### src/rtl/core/lcfp_pkg.sv
// Shared types and constants of the length/checksum frame parser.
package lcfp_pkg;

  localparam int PAYLOAD_DEPTH = 20;
  localparam int IDX_W         = $clog2(PAYLOAD_DEPTH);

  localparam int Q_DEPTH = 2;
  localparam int Q_PTR_W = (Q_DEPTH > 1) ? $clog2(Q_DEPTH) : 1;
  localparam int Q_CNT_W = $clog2(Q_DEPTH + 1);

  localparam int CFG_IDX_W = 8;

  localparam logic [7:0] START_RST = 8'hAA;
  localparam logic [7:0] END_RST   = 8'hBB;
  localparam logic [7:0] LEN_MIN   = 8'd2;
  localparam logic [7:0] LEN_MAX   = 8'(PAYLOAD_DEPTH + 1);

  localparam logic [CFG_IDX_W-1:0] REG_START = CFG_IDX_W'(0);
  localparam logic [CFG_IDX_W-1:0] REG_END   = CFG_IDX_W'(1);

  typedef enum logic [2:0] {
    K_PAYLOAD = 3'd0,
    K_OK      = 3'd1,
    K_SUMERR  = 3'd2,
    K_ENDERR  = 3'd3,
    K_BADLEN  = 3'd4
  } kind_t;

  typedef enum logic [1:0] {
    PH_HUNT,
    PH_LEN,
    PH_DATA,
    PH_TAIL
  } phase_t;

  typedef enum logic [1:0] {
    BK_IDLE,
    BK_READ,
    BK_EMIT,
    BK_STAT
  } bk_state_t;

  // One closed frame: its status and, for a good frame, the payload count.
  typedef struct packed {
    kind_t            kind;
    logic [IDX_W-1:0] count;
  } cmd_t;

  // Payload store write from the parser to the drain side.
  typedef struct packed {
    logic             en;
    logic [IDX_W-1:0] addr;
    logic [7:0]       data;
  } wr_t;

endpackage

### src/rtl/core/lcfp_front.sv
// Frame parser: hunts for frames, stores payload bytes and posts one command per frame.
module lcfp_front (
  input  logic                          clk,
  input  logic                          rst_n,
  input  logic                          in_tvalid,
  output logic                          in_tready,
  input  logic [7:0]                    in_tdata,
  input  logic                          cfg_valid,
  output logic                          cfg_ready,
  input  logic [lcfp_pkg::CFG_IDX_W-1:0] cfg_index,
  input  logic [7:0]                    cfg_data,
  input  logic                          q_full,
  input  logic                          back_busy,
  output logic                          push,
  output lcfp_pkg::cmd_t                push_cmd,
  output lcfp_pkg::wr_t                 wr
);

  lcfp_pkg::phase_t                phase_r, phase_nxt;
  logic [7:0]                      len_r, len_nxt;
  logic [lcfp_pkg::IDX_W-1:0]      cnt_r, cnt_nxt;
  logic [7:0]                      sum_r, sum_nxt;
  logic                            match_r, match_nxt;
  logic [7:0]                      start_r, end_r;

  logic [7:0] rx;
  logic       fire;
  logic       store_byte;
  logic       bad_len;

  assign rx         = in_tdata;
  assign cfg_ready  = 1'b1;
  assign store_byte = (9'(cnt_r) + 9'd2) < 9'(len_r);
  assign bad_len    = (rx < lcfp_pkg::LEN_MIN) || (rx > lcfp_pkg::LEN_MAX);
  assign fire       = in_tvalid && in_tready;

  always_ff @(posedge clk) begin
    if (!rst_n) begin
      start_r <= lcfp_pkg::START_RST;
      end_r   <= lcfp_pkg::END_RST;
    end else if (cfg_valid && cfg_ready) begin
      if (cfg_index == lcfp_pkg::REG_START) begin
        start_r <= cfg_data;
      end else if (cfg_index == lcfp_pkg::REG_END) begin
        end_r <= cfg_data;
      end
    end
  end

  // Output logic: ready, command push and payload store write.
  always_comb begin
    in_tready = 1'b1;
    push      = 1'b0;
    push_cmd  = '{kind: lcfp_pkg::K_BADLEN, count: '0};
    wr        = '{en: 1'b0, addr: cnt_r, data: rx};
    case (phase_r)
      lcfp_pkg::PH_HUNT: begin
        in_tready = 1'b1;
      end
      lcfp_pkg::PH_LEN: begin
        in_tready = !q_full;
        push      = fire && bad_len;
      end
      lcfp_pkg::PH_DATA: begin
        // Payload bytes wait until the previous frame has left the store.
        in_tready = store_byte ? !back_busy : 1'b1;
        wr.en     = fire && store_byte;
      end
      lcfp_pkg::PH_TAIL: begin
        in_tready      = !q_full;
        push           = fire;
        push_cmd.count = cnt_r;
        if (rx != end_r) begin
          push_cmd.kind = lcfp_pkg::K_ENDERR;
        end else if (!match_r) begin
          push_cmd.kind = lcfp_pkg::K_SUMERR;
        end else begin
          push_cmd.kind = lcfp_pkg::K_OK;
        end
      end
      default: begin
        in_tready = 1'b1;
      end
    endcase
  end

  // Next state and frame bookkeeping.
  always_comb begin
    phase_nxt = phase_r;
    len_nxt   = len_r;
    cnt_nxt   = cnt_r;
    sum_nxt   = sum_r;
    match_nxt = match_r;
    if (fire) begin
      case (phase_r)
        lcfp_pkg::PH_HUNT: begin
          if (rx == start_r) begin
            phase_nxt = lcfp_pkg::PH_LEN;
          end
        end
        lcfp_pkg::PH_LEN: begin
          if (bad_len) begin
            phase_nxt = lcfp_pkg::PH_HUNT;
          end else begin
            len_nxt   = rx;
            cnt_nxt   = '0;
            sum_nxt   = '0;
            match_nxt = 1'b0;
            phase_nxt = lcfp_pkg::PH_DATA;
          end
        end
        lcfp_pkg::PH_DATA: begin
          if (store_byte) begin
            sum_nxt = sum_r + rx;
            cnt_nxt = cnt_r + lcfp_pkg::IDX_W'(1);
          end else begin
            match_nxt = (rx == sum_r);
            phase_nxt = lcfp_pkg::PH_TAIL;
          end
        end
        lcfp_pkg::PH_TAIL: begin
          phase_nxt = lcfp_pkg::PH_HUNT;
        end
        default: begin
          phase_nxt = lcfp_pkg::PH_HUNT;
        end
      endcase
    end
  end

  always_ff @(posedge clk) begin
    if (!rst_n) begin
      phase_r <= lcfp_pkg::PH_HUNT;
      len_r   <= '0;
      cnt_r   <= '0;
      sum_r   <= '0;
      match_r <= 1'b0;
    end else begin
      phase_r <= phase_nxt;
      len_r   <= len_nxt;
      cnt_r   <= cnt_nxt;
      sum_r   <= sum_nxt;
      match_r <= match_nxt;
    end
  end

  a_store_in_range: assert property (@(posedge clk) disable iff (!rst_n)
    wr.en |-> (32'(wr.addr) < lcfp_pkg::PAYLOAD_DEPTH))
    else $error("payload write beyond store depth");

  a_store_only_when_free: assert property (@(posedge clk) disable iff (!rst_n)
    wr.en |-> !back_busy)
    else $error("payload write while drain side busy");

  a_push_only_on_close: assert property (@(posedge clk) disable iff (!rst_n)
    push |=> (phase_r == lcfp_pkg::PH_HUNT))
    else $error("command posted without returning to hunt");

endmodule

### src/rtl/core/lcfp_queue.sv
// Short command queue between the parser and the drain side.
module lcfp_queue (
  input  logic           clk,
  input  logic           rst_n,
  input  logic           push,
  input  lcfp_pkg::cmd_t push_cmd,
  input  logic           pop,
  output lcfp_pkg::cmd_t head,
  output logic           empty,
  output logic           full
);

  lcfp_pkg::cmd_t                entry_r [lcfp_pkg::Q_DEPTH];
  logic [lcfp_pkg::Q_PTR_W-1:0]  wp_r, wp_nxt;
  logic [lcfp_pkg::Q_PTR_W-1:0]  rp_r, rp_nxt;
  logic [lcfp_pkg::Q_CNT_W-1:0]  cnt_r, cnt_nxt;

  localparam logic [lcfp_pkg::Q_PTR_W-1:0] PTR_LAST = lcfp_pkg::Q_PTR_W'(lcfp_pkg::Q_DEPTH - 1);
  localparam logic [lcfp_pkg::Q_CNT_W-1:0] CNT_FULL = lcfp_pkg::Q_CNT_W'(lcfp_pkg::Q_DEPTH);

  assign empty = (cnt_r == '0);
  assign full  = (cnt_r == CNT_FULL);
  assign head  = entry_r[rp_r];

  always_comb begin
    wp_nxt  = wp_r;
    rp_nxt  = rp_r;
    cnt_nxt = cnt_r;
    if (push) begin
      wp_nxt = (wp_r == PTR_LAST) ? '0 : wp_r + lcfp_pkg::Q_PTR_W'(1);
    end
    if (pop) begin
      rp_nxt = (rp_r == PTR_LAST) ? '0 : rp_r + lcfp_pkg::Q_PTR_W'(1);
    end
    if (push && !pop) begin
      cnt_nxt = cnt_r + lcfp_pkg::Q_CNT_W'(1);
    end else if (pop && !push) begin
      cnt_nxt = cnt_r - lcfp_pkg::Q_CNT_W'(1);
    end
  end

  always_ff @(posedge clk) begin
    if (!rst_n) begin
      wp_r  <= '0;
      rp_r  <= '0;
      cnt_r <= '0;
    end else begin
      wp_r  <= wp_nxt;
      rp_r  <= rp_nxt;
      cnt_r <= cnt_nxt;
    end
  end

  always_ff @(posedge clk) begin
    if (push) begin
      entry_r[wp_r] <= push_cmd;
    end
  end

  a_no_overflow: assert property (@(posedge clk) disable iff (!rst_n)
    push |-> !full)
    else $error("command queue overflow");

  a_no_underflow: assert property (@(posedge clk) disable iff (!rst_n)
    pop |-> !empty)
    else $error("command queue underflow");

endmodule

### src/rtl/core/lcfp_back.sv
// Drain side: holds the payload store and turns commands into result transfers.
module lcfp_back (
  input  logic           clk,
  input  logic           rst_n,
  input  lcfp_pkg::wr_t  wr,
  input  logic           q_empty,
  input  lcfp_pkg::cmd_t q_cmd,
  output logic           q_pop,
  output logic           busy,
  output logic           out_tvalid,
  input  logic           out_tready,
  output logic [7:0]     out_tdata,
  output logic [2:0]     out_tuser,
  output logic           out_tlast
);

  lcfp_pkg::bk_state_t         state_r, state_nxt;
  logic [lcfp_pkg::IDX_W-1:0]  idx_r, idx_nxt;
  logic [lcfp_pkg::IDX_W-1:0]  count_r, count_nxt;

  logic [7:0] mem [lcfp_pkg::PAYLOAD_DEPTH];
  logic [7:0] rd_data_r;

  logic            out_valid_r, out_valid_nxt;
  lcfp_pkg::kind_t out_kind_r, out_kind_nxt;
  logic [7:0]      out_value_r, out_value_nxt;
  logic            out_last_r, out_last_nxt;

  logic out_free;
  logic has_payload;
  logic load;

  assign out_free    = !out_valid_r || out_tready;
  assign has_payload = (q_cmd.kind == lcfp_pkg::K_OK) && (q_cmd.count != '0);
  assign busy        = (state_r != lcfp_pkg::BK_IDLE) || !q_empty;

  assign out_tvalid = out_valid_r;
  assign out_tdata  = out_value_r;
  assign out_tuser  = out_kind_r;
  assign out_tlast  = out_last_r;

  always_ff @(posedge clk) begin
    if (wr.en) begin
      mem[wr.addr] <= wr.data;
    end
    rd_data_r <= mem[idx_r];
  end

  // Next state.
  always_comb begin
    state_nxt = state_r;
    case (state_r)
      lcfp_pkg::BK_IDLE: begin
        if (!q_empty && out_free && has_payload) begin
          state_nxt = lcfp_pkg::BK_READ;
        end
      end
      lcfp_pkg::BK_READ: begin
        state_nxt = lcfp_pkg::BK_EMIT;
      end
      lcfp_pkg::BK_EMIT: begin
        if (out_free) begin
          state_nxt = (idx_r == count_r - lcfp_pkg::IDX_W'(1)) ?
                      lcfp_pkg::BK_STAT : lcfp_pkg::BK_READ;
        end
      end
      lcfp_pkg::BK_STAT: begin
        if (out_free) begin
          state_nxt = lcfp_pkg::BK_IDLE;
        end
      end
      default: begin
        state_nxt = lcfp_pkg::BK_IDLE;
      end
    endcase
  end

  // Outputs: queue pop, read index and output register load.
  always_comb begin
    q_pop         = 1'b0;
    load          = 1'b0;
    idx_nxt       = idx_r;
    count_nxt     = count_r;
    out_kind_nxt  = out_kind_r;
    out_value_nxt = out_value_r;
    out_last_nxt  = out_last_r;
    case (state_r)
      lcfp_pkg::BK_IDLE: begin
        if (!q_empty && out_free) begin
          q_pop = 1'b1;
          if (has_payload) begin
            idx_nxt   = '0;
            count_nxt = q_cmd.count;
          end else begin
            load          = 1'b1;
            out_kind_nxt  = q_cmd.kind;
            out_value_nxt = '0;
            out_last_nxt  = 1'b1;
          end
        end
      end
      lcfp_pkg::BK_READ: begin
        load = 1'b0;
      end
      lcfp_pkg::BK_EMIT: begin
        if (out_free) begin
          load          = 1'b1;
          out_kind_nxt  = lcfp_pkg::K_PAYLOAD;
          out_value_nxt = rd_data_r;
          out_last_nxt  = 1'b0;
          idx_nxt       = idx_r + lcfp_pkg::IDX_W'(1);
        end
      end
      lcfp_pkg::BK_STAT: begin
        if (out_free) begin
          load          = 1'b1;
          out_kind_nxt  = lcfp_pkg::K_OK;
          out_value_nxt = '0;
          out_last_nxt  = 1'b1;
        end
      end
      default: begin
        load = 1'b0;
      end
    endcase
    if (load) begin
      out_valid_nxt = 1'b1;
    end else if (out_tready) begin
      out_valid_nxt = 1'b0;
    end else begin
      out_valid_nxt = out_valid_r;
    end
  end

  always_ff @(posedge clk) begin
    if (!rst_n) begin
      state_r     <= lcfp_pkg::BK_IDLE;
      out_valid_r <= 1'b0;
    end else begin
      state_r     <= state_nxt;
      out_valid_r <= out_valid_nxt;
    end
  end

  always_ff @(posedge clk) begin
    idx_r       <= idx_nxt;
    count_r     <= count_nxt;
    out_kind_r  <= out_kind_nxt;
    out_value_r <= out_value_nxt;
    out_last_r  <= out_last_nxt;
  end

  a_emit_in_range: assert property (@(posedge clk) disable iff (!rst_n)
    (state_r == lcfp_pkg::BK_EMIT) |-> (idx_r < count_r))
    else $error("payload read past frame length");

  a_status_is_last: assert property (@(posedge clk) disable iff (!rst_n)
    (out_valid_r && out_kind_r != lcfp_pkg::K_PAYLOAD) |-> (out_last_r && out_value_r == 8'd0))
    else $error("status transfer without last or with nonzero value");

  a_payload_not_last: assert property (@(posedge clk) disable iff (!rst_n)
    (out_valid_r && out_kind_r == lcfp_pkg::K_PAYLOAD) |-> !out_last_r)
    else $error("payload transfer marked last");

  a_no_write_while_draining: assert property (@(posedge clk) disable iff (!rst_n)
    wr.en |-> (state_r == lcfp_pkg::BK_IDLE && q_empty))
    else $error("payload store written while a frame drains");

endmodule

### src/rtl/core/length_checksum_frame_parser.sv
// Top level of the length-prefixed frame parser with an additive checksum.
//
// The in_ channel carries one received byte per transfer. The parser hunts for
// the start byte, takes a length byte L and then L-1 data bytes, the last of
// which is the sum of the payload bytes modulo 256; one closing byte follows.
// The out_ channel carries results: payload bytes (tuser kind 0) and one
// status per frame (frame ok, checksum error, end byte error, bad length)
// with tlast high. The cfg_ channel writes the start byte (index 0) and the
// end byte (index 1); cfg_ready is always high.
// A byte is taken every cycle while parsing, unless the queue or store stalls.
// The drain side alternates a store read with an output load, as the store
// read is registered; a good frame also takes its command and ends with its
// status. A status result passes the queue entry and the output register after
// its closing byte; a first payload byte also passes the store read register.
// Payload bytes of the next frame are held off until the store has drained,
// and a length or closing byte waits while the two-entry command queue is full.
// Synchronous reset returns to hunting, restores the default start and end
// bytes and empties the queue and output register; no clearing pass is needed.
// A receiver that holds out_tready low keeps the current result in the output
// register; the parser goes on taking bytes until the queue or store stalls it.
module length_checksum_frame_parser (
  input  logic                           clk,
  input  logic                           rst_n,
  input  logic                           in_tvalid,
  output logic                           in_tready,
  input  logic [7:0]                     in_tdata,    // [7:0] rx_byte
  output logic                           out_tvalid,
  input  logic                           out_tready,
  output logic [7:0]                     out_tdata,   // [7:0] value
  output logic [2:0]                     out_tuser,   // [2:0] kind
  output logic                           out_tlast,
  input  logic                           cfg_valid,
  output logic                           cfg_ready,
  input  logic [lcfp_pkg::CFG_IDX_W-1:0] cfg_index,
  input  logic [7:0]                     cfg_data
);

  logic           q_full;
  logic           q_empty;
  logic           q_pop;
  logic           push;
  logic           back_busy;
  lcfp_pkg::cmd_t push_cmd;
  lcfp_pkg::cmd_t q_head;
  lcfp_pkg::wr_t  wr;

  lcfp_front u_front (
    .clk       (clk),
    .rst_n     (rst_n),
    .in_tvalid (in_tvalid),
    .in_tready (in_tready),
    .in_tdata  (in_tdata),
    .cfg_valid (cfg_valid),
    .cfg_ready (cfg_ready),
    .cfg_index (cfg_index),
    .cfg_data  (cfg_data),
    .q_full    (q_full),
    .back_busy (back_busy),
    .push      (push),
    .push_cmd  (push_cmd),
    .wr        (wr)
  );

  lcfp_queue u_queue (
    .clk      (clk),
    .rst_n    (rst_n),
    .push     (push),
    .push_cmd (push_cmd),
    .pop      (q_pop),
    .head     (q_head),
    .empty    (q_empty),
    .full     (q_full)
  );

  lcfp_back u_back (
    .clk        (clk),
    .rst_n      (rst_n),
    .wr         (wr),
    .q_empty    (q_empty),
    .q_cmd      (q_head),
    .q_pop      (q_pop),
    .busy       (back_busy),
    .out_tvalid (out_tvalid),
    .out_tready (out_tready),
    .out_tdata  (out_tdata),
    .out_tuser  (out_tuser),
    .out_tlast  (out_tlast)
  );

endmodule
### config.mk
export PLATFORM = sky130hd
export DESIGN_NAME = length_checksum_frame_parser
export DESIGN_NICKNAME = d
export VERILOG_FILES = /design/src/rtl/core/lcfp_pkg.sv /design/src/rtl/core/lcfp_front.sv /design/src/rtl/core/lcfp_queue.sv /design/src/rtl/core/lcfp_back.sv /design/src/rtl/core/length_checksum_frame_parser.sv
export SDC_FILE = /design/constraint.sdc
export NUM_CORES = 1
export LEC_CHECK = 0
export BUFFER_PORTS_ARGS = -buffer_cell sky130_fd_sc_hd__buf_4
export CORE_MARGIN = 3
export CORE_UTILIZATION = 60
export CTS_BUF_LIST = sky130_fd_sc_hd__clkbuf_2 sky130_fd_sc_hd__clkbuf_4 sky130_fd_sc_hd__clkbuf_8
export CTS_CLUSTER_DIAMETER = 120
export DETAILED_ROUTE_END_ITERATION = 8
export PLACE_DENSITY = 0.88
export SETUP_SLACK_MARGIN = 0.2
export SYNTH_ARGS = -nofsm -noshare
export SYNTH_HDL_FRONTEND = slang
export SYNTH_SLANG_ARGS = --single-unit
export TNS_END_PERCENT = 100
### constraint.sdc
create_clock -name clk -period 3.71 [get_ports clk]
set_input_delay 0.371 -clock clk [delete_from_list [all_inputs] [get_ports clk]]
set_output_delay 0.371 -clock clk [all_outputs]
set_load 0.01 [all_outputs]
==> results by group <==
Setup path
  • Max stage delay on crit path: 0.41 ns
  • FF-to-FF Start: u_front.cnt_r[2]
  • Setup Crit Path Kind: reg -> out
  • Cell depth of the worst setup path: 10
  • Max stage delay cell, worst path: dfxtp_1
  • Critical Path, Cell by Cell: ha_1 > and3_1 > ha_1 > nand2_1 > nor3_2 > a21oi_1 > a21oi_1 > buf_4 > or2_2 > buf_4
  • Crit-path leading delay family: simple AND/OR/NAND/NOR gates
  • CP Launch Type: flop
  • Worst path required time: 3.34 ns
  • Crit path from: u_front.cnt_r[2]
  • Reg2Reg Depth: 9
  • Reg2Reg Capture Point: u_back.mem[15][1]
  • FF-to-FF setup slack: 0.43 ns
  • WP data arrival: 2.92 ns
  • CP max FO: 19
  • CP endpoint kind: primary output
  • Worst Path Buf+Inv: 2
  • Critical path destination: in_tready

Yosys
  • Synth Cell Area: 10800 sq um
  • Register bit total from synthesis: 254
  • Ys flop type: edfxtp_1
  • Post-synth top cells: 198 x edfxtp_1, 56 x dfxtp_1, 48 x mux4_2, 48 x nand2_1, 43 x nor2_1
  • Async SR Flop Fraction: 0%
  • Count leader, synth: edfxtp_1
  • Synth Instances: 700
  • Share of the synthesized area in the top cell type: 55.2%
  • Yosys cell types: 55
  • Seq/Total Area, Yosys: 65.6%
  • Synth top area cells: edfxtp_1 55%, dfxtp_1 10%, mux4_2 10%
  • Synth warn: 0
  • Post-synth net total: 754
  • Syn Area/Cell: 15.4 sq um
  • EDFF count, synth: 198
  • Post-synth top area cell: edfxtp_1

Die
  • Starting Density: 61.9%
  • Horiz. Die Dim: 140 um
  • CORE AREA: 17400 sq um
  • Num rows: 48
  • Num ports: 44
  • Die Y: 140 um
  • Die area: 19600 sq um

STA
  • Layout Skew: 0.0351 ns
  • Maximum clock rate: 304 MHz
  • Final TNS setup: 0 ns
  • RSZ-0062 raised after global routing: no
  • Max_slew headroom: 42.0%
  • Final period utilization: 88.8%
  • Least-Margin Pin Slew: 0.867 ns
  • Slew Limit Fails: 0
  • Final setup violation count: 0
  • Tmin final: 3.29 ns
  • Hold Vio Cnt, Final: 0

Route
  • Post-DR wirelength/cell: 22.6 um
  • 1st-iter DRT viols: 702
  • Router iterations before antenna repair: 7
  • Number of remaining DRC errors: 0
  • Post-route ant nets: 0
  • Via Count: 6392
  • Routed vias/inst: 6.19
  • Routed WL: 23400 um

Layout
  • Layout net count: 833
  • Area delta synth->final: 13.1%
  • Antenna cells: 0
  • Layout cell share with drive strength beyond 1: 24.8%
  • Final Cell Area: 12200 sq um

Power
  • Switching Power: 1.25 mW
  • Pwr Density: 472 nW/um^2
  • Register share of total power: 55.2%
  • Combinational power share: 6.3%
  • Internal power: 4.50 mW
  • Lkg Pwr: 4.24 nW
  • Net Sw Frac: 21.8%
  • VDD IR max: 0.000278 V
  • Clock network power share: 38.5%

Global route
  • GRT overflow: 0
  • Vias in the first global route: 6569
  • Initial antenna violation count: 0
  • First-pass GRT wire length: 36900 um
  • GRT Overall Usage: 24.5%
  • Largest net degree at the start of global routing: 58

Place
  • Area of placed instances: 11400 sq um
  • Final HPWL from detailed placement: 15300 um
  • GP Congestion: 0.902
  • Port buffer count: 42

CTS
  • Root Buffer: clkbuf_8
  • Clock tree from TritonCTS: done
  • CTS Sinks: 254
  • Postcts setup bufs: 0
  • Clock transition at the registers of the reported paths: 0.07 ns
  • Max clock buf depth: 3
  • Clock latency on the worst-skew pair: 0.54 ns
  • Htree depth: 2
  • CTS Buf Count: 40

Hold path
  • Hold crit path type: in -> reg

Job
  • Max cap viols: 0

Status
  • Status: finished, final reports clean
stage by stage:
step	utilization (%)	worst slack, ns	power [mW]	hold slack, ns	cells
floorplan	-	0.607	3.41	0.433	700
global placement	65.6	0.630	3.58	0.450	962
detailed placement	65.6	0.490	3.60	0.460	962
CTS	69.9	0.246	5.80	0.0471	1033
global route	70.0	0.224	5.96	0.0621	1033
finish	70.0	0.417	5.75	0.0794	1033
sequential cells by signal, summed over array words and instances, names as in the netlist, 3 cells and up, named ones only:
name / flops
u_front.cnt_r: 5
u_back.count_r: 5
u_queue.entry_r: 16
u_back.rd_data_r: 8
u_front.start_r: 8
u_front.sum_r: 8
u_back.mem: 160
u_back.out_tdata: 8
u_back.idx_r: 5
u_back.out_tuser: 3
u_front.end_r: 8
u_front.len_r: 8
power by group through the flow:
stage / Sequential, mW / Clock, mW / Combinational, mW
after detailed placement: 3.24 / 0 / 0.363
after global routing: 3.18 / 2.38 / 0.395
after global placement: 3.23 / 0 / 0.345
after CTS: 3.18 / 2.26 / 0.365
final: 3.18 / 2.22 / 0.360
after floorplan: 3.26 / 0 / 0.158
cell families after synthesis:
group,count (synthesis),synth area share (%)
AO/OA/AOI/OAI,66,4.36
XOR/XNOR,38,3.09
adder cells (fa/ha/maj),25,2.97
buffers and inverters,52,2.04
flip-flops,254,65.6
multiplexers,88,13.9
other,1,0.0348
AND/OR/NAND/NOR,176,8.03
cells in the final DEF, fill, tap and decap left out, types with 3 or more instances in the layout:
cell,Yosys,final
nor2b_1,15,15
clkinv_1,1,9
dfxtp_1,56,56
edfxtp_1,198,198
nand4_1,4,4
o31ai_1,3,3
or4_1,3,3
buf_4,1,67
nand2_1,48,48
inv_1,21,21
a21o_1,3,3
mux2i_1,26,26
mux2_2,14,14
nor4_1,8,8
a21boi_1,8,8
a21oi_1,13,13
nand3_1,11,11
clkbuf_4,0,15
ha_1,24,24
a31oi_1,3,3
o21ai_0,14,14
clkbuf_8,0,42
xor2_1,17,17
xnor2_1,21,21
and2_1,17,17
o221ai_1,4,4
or3_1,5,5
clkinv_2,0,4
o211ai_1,3,3
mux4_2,48,48
nor3_1,9,7
and3_1,5,5
nor2_1,43,43
area by class of cell:
type                       instances  area, sq um
clock inverter                    14         65.1
tap                              225          282
inverter                          22         82.6
sequential                       254         7070
multi-input combinational        394         3500
clock buffer                      57          691
timing repair buffer              67          503
fill                            1070         5230
timing repair:
action	4_1_cts	5_1_grt
gates resized for setup	0	2
setup endpoints to repair	0	1
hold buffers	0	0
worst register-to-register path: stages (launching register included):
cell and delay (ns):
dfxtp_1 0.53, ha_1 0.32, ha_1 0.30, a21oi_1 0.11
o21ai_0 0.14, a21o_1 0.24, a2111oi_1 0.40, buf_4 0.20
nand2_1 0.07, nor2_1 0.56
worst min-delay path by stage:
stage,endpoint,slack (ns),startpoint,cells after the start
2_1_floorplan,u_front.len_r[0],0.43,u_front.len_r[0],2
3_3_place_gp,u_front.len_r[3],0.45,u_front.len_r[3],2
3_5_place_dp,u_front.len_r[3],0.46,u_front.len_r[3],2
4_1_cts,u_front.end_r[5],0.05,cfg_data[5],3
5_1_grt,u_front.end_r[5],0.06,cfg_data[5],3
6_report,u_front.end_r[7],0.08,cfg_data[7],3
metal layers:
layer	up-vias	wire length, um	track usage [%]	share of wire (%)
met5	-	0	0	0
met4	0	781	9.08	3.3
met3	64	1710	4.95	7.3
met2	332	11900	41.4	51
met1	3177	8930	31.8	38
li1	2819	-	-	-
Power figures use the tool's default switching activity.
